[config.mk]
export PLATFORM = sky130hd
export DESIGN_NAME = qmn_fifo
export DESIGN_NICKNAME = d
export VERILOG_FILES = /design/src/rtl/core/qmn_pkg.sv /design/src/rtl/core/qmn_fifo.sv
export SDC_FILE = /design/constraint.sdc
export NUM_CORES = 1
export LEC_CHECK = 0
export BUFFER_PORTS_ARGS = -buffer_cell sky130_fd_sc_hd__buf_2
export CORE_MARGIN = 4
export CORE_UTILIZATION = 57
export DETAILED_ROUTE_END_ITERATION = 16
export HOLD_SLACK_MARGIN = 0.15
export PLACE_DENSITY_LB_ADDON = 0.2
export SYNTH_ARGS = -nofsm -noshare
export SYNTH_HDL_FRONTEND = slang
export SYNTH_SLANG_ARGS = --single-unit
export TNS_END_PERCENT = 50
[constraint.sdc]
create_clock -name clk_i -period 6.7 [get_ports clk_i]
set_clock_uncertainty 0.05 [all_clocks]
set_input_delay 0.67 -clock clk_i [delete_from_list [all_inputs] [get_ports clk_i]]
set_output_delay 0.67 -clock clk_i [all_outputs]
set_load 0.01 [all_outputs]
[src/rtl/core/qmn_pkg.sv]
// qmn_pkg: types and constants shared by the quaternion multiply-normalize block.
// Used by every module in rtl/core; no dependencies of its own.
package qmn_pkg;

  localparam int unsigned ProdW    = 34;  // hamilton product component, Q6.28 signed
  localparam int unsigned SumSqW   = 33;  // sum of four squares, Q5.28 unsigned
  localparam int unsigned MagW     = 37;  // squared magnitude of the product, Q9.28
  localparam int unsigned RootW    = 29;  // sqrt(mag) with 24 fraction bits
  localparam int unsigned RemW     = 30;  // sqrt partial remainder
  localparam int unsigned DivisorW = 30;
  localparam int unsigned NumW     = 48;  // rounded numerator magnitude
  localparam int unsigned QuotW    = 17;  // quotient bits kept before saturation
  localparam int unsigned FrontStages = 5;
  localparam int unsigned FifoDepth   = 4;
  localparam int unsigned FifoPtrW    = 2;

  localparam logic [MagW-1:0] MagOne   = MagW'(64'h1000_0000);
  localparam logic [MagW-1:0] MagNearLo = MagW'(64'h1000_0000 - 64'd6);
  localparam logic [MagW-1:0] MagNearHi = MagW'(64'h1000_0000 + 64'd6);
  localparam logic signed [15:0] OneQ14  = 16'sd16384;
  localparam logic signed [15:0] SatPos  = 16'sh7fff;
  localparam logic signed [15:0] SatNeg  = 16'sh8000;

  typedef struct packed {
    logic signed [15:0] a_w;
    logic signed [15:0] a_x;
    logic signed [15:0] a_y;
    logic signed [15:0] a_z;
    logic signed [15:0] b_w;
    logic signed [15:0] b_x;
    logic signed [15:0] b_y;
    logic signed [15:0] b_z;
  } qmn_in_t;

  typedef struct packed {
    logic signed [15:0] out_w;
    logic signed [15:0] out_x;
    logic signed [15:0] out_y;
    logic signed [15:0] out_z;
    logic               zero_magnitude;
  } qmn_out_t;

  // classified product handed from front to back
  typedef struct packed {
    logic signed [ProdW-1:0] p_w;
    logic signed [ProdW-1:0] p_x;
    logic signed [ProdW-1:0] p_y;
    logic signed [ProdW-1:0] p_z;
    logic [MagW-1:0]         mag;
    logic                    near_one;
    logic                    zero;
  } qmn_item_t;

  typedef struct packed {
    logic full;
    logic empty;
  } qmn_fifo_sts_t;

endpackage

[src/rtl/core/qmn_fifo.sv]
// qmn_fifo: short queue of classified products between front and back.
// Depends on qmn_pkg.
module qmn_fifo import qmn_pkg::*; (
  input  logic          clk_i,
  input  logic          rst_ni,
  input  logic          push_i,
  input  qmn_item_t     item_i,
  input  logic          pop_i,
  output qmn_item_t     item_o,
  output qmn_fifo_sts_t sts_o
);

  qmn_item_t mem_q [FifoDepth];
  logic [FifoPtrW-1:0] wr_q, rd_q;
  logic [FifoPtrW:0]   cnt_q;
  logic do_pop;

  assign sts_o.full  = (cnt_q == (FifoPtrW+1)'(FifoDepth));
  assign sts_o.empty = (cnt_q == '0);
  assign item_o      = mem_q[rd_q];
  assign do_pop      = pop_i && !sts_o.empty;

  always_ff @(posedge clk_i or negedge rst_ni) begin
    if (!rst_ni) begin
      wr_q  <= '0;
      rd_q  <= '0;
      cnt_q <= '0;
    end else begin
      if (push_i) wr_q <= wr_q + 1'b1;
      if (do_pop) rd_q <= rd_q + 1'b1;
      cnt_q <= cnt_q + (FifoPtrW+1)'(push_i) - (FifoPtrW+1)'(do_pop);
    end
  end

  always_ff @(posedge clk_i) begin
    if (push_i) mem_q[wr_q] <= item_i;
  end

endmodule

==> flow_metrics.env, run 1 <==
export IMPL_dp_cells=1869
export IMPL_num_rows=77
export IMPL_leakage_uw=0.01026
export IMPL_powerDensity_nw_per_um2=444.6
export IMPL_cts_setup_buffers=0
export IMPL_cp_required_ps=5980
export IMPL_hold_path_startpoint="item_i[0]"
export IMPL_slew_viol_final=0
export IMPL_max_slew_margin=0.2680
export IMPL_cts_buffers=70
export IMPL_dpl_worst_slack_ps=3508
export IMPL_crit_arrival_ps=2960
export IMPL_synthCells=951
export IMPL_synth_seq_cells=707
export IMPL_grt_pass1_wl_um=74180
export IMPL_htree_levels=3
export IMPL_fp_dieW_um=220.2
export IMPL_netlist_area_um2=25660
export IMPL_rrSetupSlack_ps=3830
export IMPL_regArea_um2=21200
export IMPL_synth_distinct_cells=19
export IMPL_root_buffer="clkbuf_16"
export IMPL_grt_pass1_vias=12250
export IMPL_clkTransAtPathRegs_ps=60
export IMPL_firstDrtPassIters=5
export IMPL_layout_common_cells="edfxtp_1, buf_2, mux4_2, clkbuf_16, clkinv_1"
export IMPL_routed_wl_um=49450
export IMPL_yosys_area_top_type="edfxtp_1"
export IMPL_syn_area_per_cell_um2=26.98
export IMPL_crit_type="reg2out"
export IMPL_port_buffers=355
export IMPL_maxCapViolations=0
export IMPL_setup_ws_ps=3021
export IMPL_vias=11360
export IMPL_antenna_found_initial=16
export IMPL_crit_end="item_o[40]"
export IMPL_core_area_um2=44320
export IMPL_cp_max_fo=41
export IMPL_tritoncts="done"
export IMPL_ant_nets=0
export IMPL_cts_sinks=707
export IMPL_end_kind="output port"
export IMPL_area_growth_pct=17.58
export IMPL_drc=0
export IMPL_rr_worst_depth=4
export IMPL_yosysSeqAreaShare=0.8260
export IMPL_hold_ws_ps=247.3
export IMPL_synth_area_top_cells="edfxtp_1, mux4_2, buf_6"
export IMPL_track_usage=0.2076
export IMPL_die_area_um2=48470
export IMPL_fin_nets=1536
export IMPL_worst_pin_slew_ps=1098
export IMPL_fmaxAchievable_mhz=271.8
export IMPL_viasPerCell=5.683
export IMPL_outcome="finished, final reports clean"
export IMPL_first_iter_violations=939
export IMPL_peakVddDrop_v=0.0004028
export IMPL_hold_path_class="in2reg"
export IMPL_yosys_warnings=0
export IMPL_setup_viol=0
export IMPL_reg2reg_to="mem_q[0][141]"
export IMPL_multi_input_area_um2=4153
export IMPL_initial_core_util=0.5790
export IMPL_ios=356
export IMPL_die_height_um=220.2
export IMPL_syn_nets=1137
export IMPL_clockBufferDepth=3
export IMPL_finalCriticalPeriod_ps=3679
export IMPL_grt_max_degree=135
export IMPL_place_gp_congestion=0.7391
export IMPL_worstSkewPairLatency_ps=580
export IMPL_final_common_cell="edfxtp_1"
export IMPL_place_hpwl_um=29170
export IMPL_startpoint_type="register"
export IMPL_rsz0062_at_grt="false"
export IMPL_hold_violations=0
export IMPL_grt_overflow=0
export IMPL_n_fill_cell=2800
export IMPL_p_total_uw=13410
export IMPL_fin_setup_tns_ps=0
export IMPL_r2r_start="wr_q[0]"
export IMPL_avgRoutedWirePerCell_um=24.74
export IMPL_final_layout_size_suffix_gt1_frac=0.4546
export IMPL_fin_cells=1999
export IMPL_period_share=0.5490
export IMPL_yosysTopAreaCellShare=0.8192
export IMPL_crit_start="rd_q[0]"
logic make-up (layout without fill, tap and decap cells):
logic type,Yosys count,after routing,synth area share
other cells,0,8,0
fa+ha+maj,7,7,0.003706
mux,175,175,0.1536
buf+inv,47,495,0.01253
compound gates,3,3,0.0008289
xor+xnor,5,5,0.001707
simple gates,7,7,0.001609
flops,707,707,0.8260
worst max-delay path: stages, from the launching register on:
cell,delay [ps]
dfrtp_4,800
buf_4,720
mux4_2,620
buf_2,170
metrics by stage:
step / utilization / area (um2)
after CTS: 0.6804 / 30150
after floorplan: - / 25660
after global routing: 0.6806 / 30160
after global placement: 0.6325 / 28030
final: 0.6808 / 30170
after detailed placement: 0.6325 / 28030
report_power, final:
group	internal, uW	switching (uW)
sequential	5790	286
combinational	1680	2050
clock	2100	1510
total	9570	3850
final cells by class:
type / instances / share of cell area
clock buffers: 88 / 0.06241
well taps: 592 / 0.02455
clock inverters: 33 / 0.007506
multi-input cells: 197 / 0.1376
repair buffers: 367 / 0.06361
inverters: 7 / 0.0008709
flip-flops and latches: 707 / 0.7027
diodes: 8 / 0.0006635
repair_timing:
item	4_1_cts	5_1_grt
hold endpoints to repair	7	0
hold buffers	1	0
resized for setup	0	0
metal layers:
metal / wire length, um / part of all wire / track usage
met5: 108 / 0.0022 / 0
met4: 1339 / 0.027 / 0.07787
met3: 4176 / 0.084 / 0.06935
met2: 24400 / 0.49 / 0.3205
met1: 19430 / 0.39 / 0.2825
sequential cells by signal, summed over array words and instances, names as in the netlist:
name / flops
cnt_q: 3
rd_q: 2
wr_q: 2
mem_q: 700
worst min-delay path by stage:
stage,cells after the start,endpoint
final,1,mem_q[2][0]
after detailed placement,1,cnt_q[0]
after CTS,1,mem_q[2][80]
after floorplan,0,cnt_q[0]
after global placement,1,cnt_q[2]
after global routing,1,mem_q[1][83]
cells in the mapped netlist (all sizes together):
cell / instances
and2: 4
buf: 37
clkbuf: 3
dfrtp: 7
edfxtp: 700
fa: 1
ha: 6
inv: 7
mux4: 175
nand2: 1
nor3: 1
nor3b: 1
o21ai: 1
o311ai: 1
o31ai: 1
xnor2: 4
xor2: 1
(Power assumes the default switching activity.)
==> inputs of run 2 (changes only) <==
==> constraint.sdc (replaced) <==
create_clock -name clk_i -period 3.56 [get_ports clk_i]
set_clock_uncertainty 0.05 [all_clocks]
set_input_delay 0.356 -clock clk_i [delete_from_list [all_inputs] [get_ports clk_i]]
set_output_delay 0.356 -clock clk_i [all_outputs]
set_load 0.01 [all_outputs]
==> flow_metrics.env, run 2 (same netlist as run 1, synthesis figures left out) <==
export IMPL_outcome="finished, final reports clean"
export IMPL_tritoncts="done"
export IMPL_worstSkewPairLatency_ps=580
export IMPL_antenna_found_initial=5
export IMPL_track_usage=0.2214
export IMPL_crit_chain="buf_12, mux4_2, buf_2"
export IMPL_maxCapViolations=0
export IMPL_cpPeakStageDelay_ps=810
export IMPL_dp_cells=1886
export IMPL_fp_dieW_um=220.2
export IMPL_die_height_um=220.2
export IMPL_fin_nets=1730
export IMPL_avgRoutedWirePerCell_um=24.08
export IMPL_powerDensity_nw_per_um2=804.1
export IMPL_startpoint_type="register"
export IMPL_grt_max_degree=129
export IMPL_worst_pin_slew_ps=865.7
export IMPL_first_iter_violations=1042
export IMPL_clkTransAtPathRegs_ps=60
export IMPL_initial_core_util=0.5790
export IMPL_rsz0062_at_grt="false"
export IMPL_fmaxAchievable_mhz=336.5
export IMPL_fin_cells=2192
export IMPL_place_hpwl_um=30490
export IMPL_peakVddDrop_v=0.0005839
export IMPL_regArea_um2=21200
export IMPL_vias=12250
export IMPL_reg_largest_list="mem_q (700), cnt_q (3)"
export IMPL_port_buffers=355
export IMPL_hold_path_class="in2reg"
export IMPL_largest_register="mem_q"
export IMPL_period_share=0.8349
export IMPL_place_gp_congestion=0.7580
export IMPL_die_area_um2=48470
export IMPL_end_kind="output port"
export IMPL_n_fill_cell=2549
export IMPL_cts_buffers=69
export IMPL_grt_pass1_wl_um=80220
export IMPL_finalCriticalPeriod_ps=2972
export IMPL_multi_input_area_um2=4153
export IMPL_drc=0
export IMPL_post_cts_resized=0
export IMPL_cts_sinks=707
export IMPL_max_slew_margin=0.4229
export IMPL_htree_levels=3
export IMPL_utilization=0.7291
export IMPL_cp_required_ps=3150
export IMPL_crit_arrival_ps=2570
export IMPL_cts_setup_buffers=0
export IMPL_largest_reg_flops=700
export IMPL_final_common_cell="edfxtp_1"
export IMPL_crit_type="reg2out"
export IMPL_clockBufferDepth=3
export IMPL_slew_viol_final=0
export IMPL_leakage_uw=0.01119
export IMPL_core_area_um2=44320
export IMPL_final_layout_size_suffix_gt1_frac=0.4160
export IMPL_grt_pass1_vias=13020
export IMPL_routed_wl_um=52780
export IMPL_hold_violations=0
export IMPL_ant_nets=0
export IMPL_grt_overflow=0
export IMPL_crit_path_top_delay_cell="dfrtp_4"
export IMPL_ios=356
export IMPL_area_growth_pct=25.93
export IMPL_cp_max_fo=37
export IMPL_root_buffer="clkbuf_16"
export IMPL_setup_viol=0
export IMPL_firstDrtPassIters=4
export IMPL_num_rows=77
export IMPL_hold_buffers=179
export IMPL_layout_common_cells="edfxtp_1, buf_2, dlygate4sd3_1, mux4_2, clkbuf_16"
export IMPL_viasPerCell=5.589
## run 2: path summary, 6_finish.rpt
path | start | to | slack (ps) | cells after the start
max | rd_q[0] | item_o[49] | 590 | 3
min | item_i[26] | mem_q[0][26] | 460 | 2
max reg2reg | cnt_q[1] | cnt_q[2] | 1290 | 9
min reg2reg | wr_q[0] | wr_q[0] | 490 | 1
max in group asynchronous | rst_ni | rd_q[0] | 2480 | 3
min in group asynchronous | rst_ni | rd_q[1] | 700 | 3
## run 2: routing by layer
metal	vias up	wire length, um	global-route usage
met1	6403	20380	0.2978
met5	-	13	0
met3	94	3853	0.06427
met2	423	27100	0.3618
met4	2	1440	0.06489
li1	5328	-	-
## run 2: cell type report
cell class | count | share of cell area
diodes | 4 | 0.0003098
clock buffers | 84 | 0.05681
clock inverters | 39 | 0.01092
inverters | 7 | 0.0008132
multi-input cells | 197 | 0.1285
flip-flops and latches | 707 | 0.6562
well taps | 592 | 0.02292
repair buffers | 562 | 0.1235
## run 2: critical path: cells and delay by family (launching register included)
kind	cells	cell delay [ps]
DFF	1	810
muxes	1	610
buffers and inverters	2	540
## run 2: per-stage QoR
stage	setup WS, ps	power (uW)	area [um2]	hold slack, ps	setup TNS [ps]
2_1_floorplan	-1634	16260	25660	10.41	-560220
3_3_place_gp	1156	18960	28320	147.6	0
3_5_place_dp	1134	19080	28320	151.9	0
4_1_cts	491.1	26290	32300	419.7	0
5_1_grt	385.3	27210	32310	426.2	0
6_report	587.9	25980	32310	461.6	0
## run 2: power by group
group / internal (uW) / switching (uW) / total [uW]
Clock: 4110 / 2940 / 7050
Sequential: 10900 / 557 / 11400
Combinational: 3500 / 3990 / 7490
==> inputs of run 3 (changes only) <==
==> constraint.sdc (replaced) <==
create_clock -name clk_i -period 2.81 [get_ports clk_i]
set_clock_uncertainty 0.05 [all_clocks]
set_input_delay 0.281 -clock clk_i [delete_from_list [all_inputs] [get_ports clk_i]]
set_output_delay 0.281 -clock clk_i [all_outputs]
set_load 0.01 [all_outputs]
==> flow_metrics.env, run 3 (same netlist as run 1, synthesis figures left out) <==
export IMPL_grt_pass1_vias=13300
export IMPL_num_rows=77
export IMPL_worst_pin_slew_ps=559.0
export IMPL_port_buffers=355
export IMPL_tritoncts="done"
export IMPL_antenna_found_initial=2
export IMPL_hold_path_class="in2reg"
export IMPL_outcome="finished, final reports clean"
export IMPL_setup_ws_ps=262.5
export IMPL_setup_viol=0
export IMPL_hold_depth=2
export IMPL_clockBufferDepth=3
export IMPL_die_height_um=220.2
export IMPL_final_layout_size_suffix_gt1_frac=0.4233
export IMPL_cp_max_fo=72
export IMPL_die_area_um2=48470
export IMPL_slew_viol_final=0
export IMPL_rsz0062_at_grt="false"
export IMPL_rrSetupSlack_ps=530
export IMPL_core_area_um2=44320
export IMPL_crit_type="reg2out"
export IMPL_period_share=0.9066
export IMPL_max_slew_margin=0.6273
export IMPL_reg_largest_list="mem_q (700), cnt_q (3)"
export IMPL_area_growth_pct=27.72
export IMPL_worstSkewPairLatency_ps=590
export IMPL_hold_end="mem_q[0][48]"
export IMPL_place_hpwl_um=32190
export IMPL_clkTransAtPathRegs_ps=60
export IMPL_cts_sinks=707
export IMPL_peakVddDrop_v=0.0008174
export IMPL_post_cts_resized=0
export IMPL_largest_register="mem_q"
export IMPL_end_kind="output port"
export IMPL_crit_start="rd_q[1]"
export IMPL_root_buffer="clkbuf_16"
export IMPL_reg2reg_to="cnt_q[2]"
export IMPL_maxCapViolations=0
export IMPL_leakage_uw=0.01141
export IMPL_viasPerCell=5.671
export IMPL_place_gp_congestion=0.7587
export IMPL_fp_dieW_um=220.2
export IMPL_fin_nets=1753
export IMPL_routed_wl_um=54810
export IMPL_drc=0
export IMPL_track_usage=0.2318
export IMPL_startpoint_type="register"
export IMPL_hold_path_startpoint="item_i[48]"
export IMPL_rr_worst_depth=9
export IMPL_vias=12530
export IMPL_grt_max_degree=73
export IMPL_dpl_worst_slack_ps=514.7
export IMPL_finalCriticalPeriod_ps=2548
export IMPL_grt_pass1_wl_um=82900
export IMPL_crit_arrival_ps=2220
export IMPL_powerDensity_nw_per_um2=1042
export IMPL_ant_nets=0
export IMPL_layout_common_cells="edfxtp_1, buf_2, dlygate4sd3_1, mux4_2, clkbuf_16"
export IMPL_cts_buffers=70
export IMPL_ios=356
export IMPL_grt_overflow=0
export IMPL_fmaxAchievable_mhz=392.5
export IMPL_cp_required_ps=2480
export IMPL_r2r_start="cnt_q[1]"
export IMPL_firstDrtPassIters=5
export IMPL_avgRoutedWirePerCell_um=24.80
export IMPL_p_total_uw=34150
export IMPL_htree_levels=3
export IMPL_final_common_cell="edfxtp_1"
export IMPL_hold_violations=0
export IMPL_first_iter_violations=1078
export IMPL_initial_core_util=0.5790
export IMPL_largest_reg_flops=700
-- run 3: cell types whose count changed in the layout (fill, tap and decap cells not counted), moves of 2 or more --
cell,before,now
diode_2,4,2
buf_12,17,24
clkinv_1,11,7
bufinv_16,6,13
clkinv_2,16,8
clkbuf_1,12,16
inv_6,5,0
clkbuf_16,71,73
buf_4,11,25
-- run 3: stage by stage --
step                hold slack [ps]  utilization  cells  TNS, ps  instance area [um2]
floorplan                    -64.59            -    951  -137980                25670
global placement              71.77       0.6435   1904        0                28520
detailed placement            71.71       0.6435   1904        0                28520
CTS                           348.9       0.7383   2205        0                32720
global route                  360.6       0.7395   2210        0                32770
finish                        386.7       0.7395   2210        0                32770
-- run 3: worst max path at each step --
| stage | to | slack (ps) | cells after the start |
|---|---|---|---|
| finish | item_o[66] | 260 | 3 |
| global route | item_o[104] | 200 | 3 |
| CTS | item_o[104] | 10 | 4 |
| detailed placement | cnt_q[2] | 510 | 9 |
| global placement | cnt_q[2] | 590 | 9 |
| floorplan | mem_q[1][0] | -430 | 3 |
-- run 3: area by class of cell --
class | instances | area, um2
Multi-Input combinational cell | 197 | 4153
Inverter | 7 | 26.28
Antenna cell | 2 | 5.005
Fill cell | 2476 | 11540
Timing Repair Buffer | 584 | 4264
Clock inverter | 31 | 480.5
Clock buffer | 90 | 1901
Tap cell | 592 | 740.7
Sequential cell | 707 | 21200
-- run 3: routing by layer --
layer	vias to the layer above	share of wire	wire length [um]	global-route usage
li1	5369	-	-	-
met1	6564	0.39	21180	0.3159
met2	492	0.51	27770	0.3721
met3	107	0.076	4181	0.06509
met4	0	0.031	1682	0.07599
met5	-	0	0	0
-- run 3: timing repair --
action                                  CTS  global route
setup buffers                             1             3
hold buffers                            179             0
endpoints found under the hold margin   712             0
endpoints found under the setup margin   17            21
-- run 3: report_power, final --
part,switching [uW],leakage [uW],internal (uW)
Sequential,516,0.00651,13800
Clock,3660,0.00116,5960
Combinational,5460,0.00374,4780
-- run 3: worst max-delay path: stages (launching register included) --
cell	delay, ps
dfrtp_4	550
buf_12	370
mux4_2	420
buf_2	160
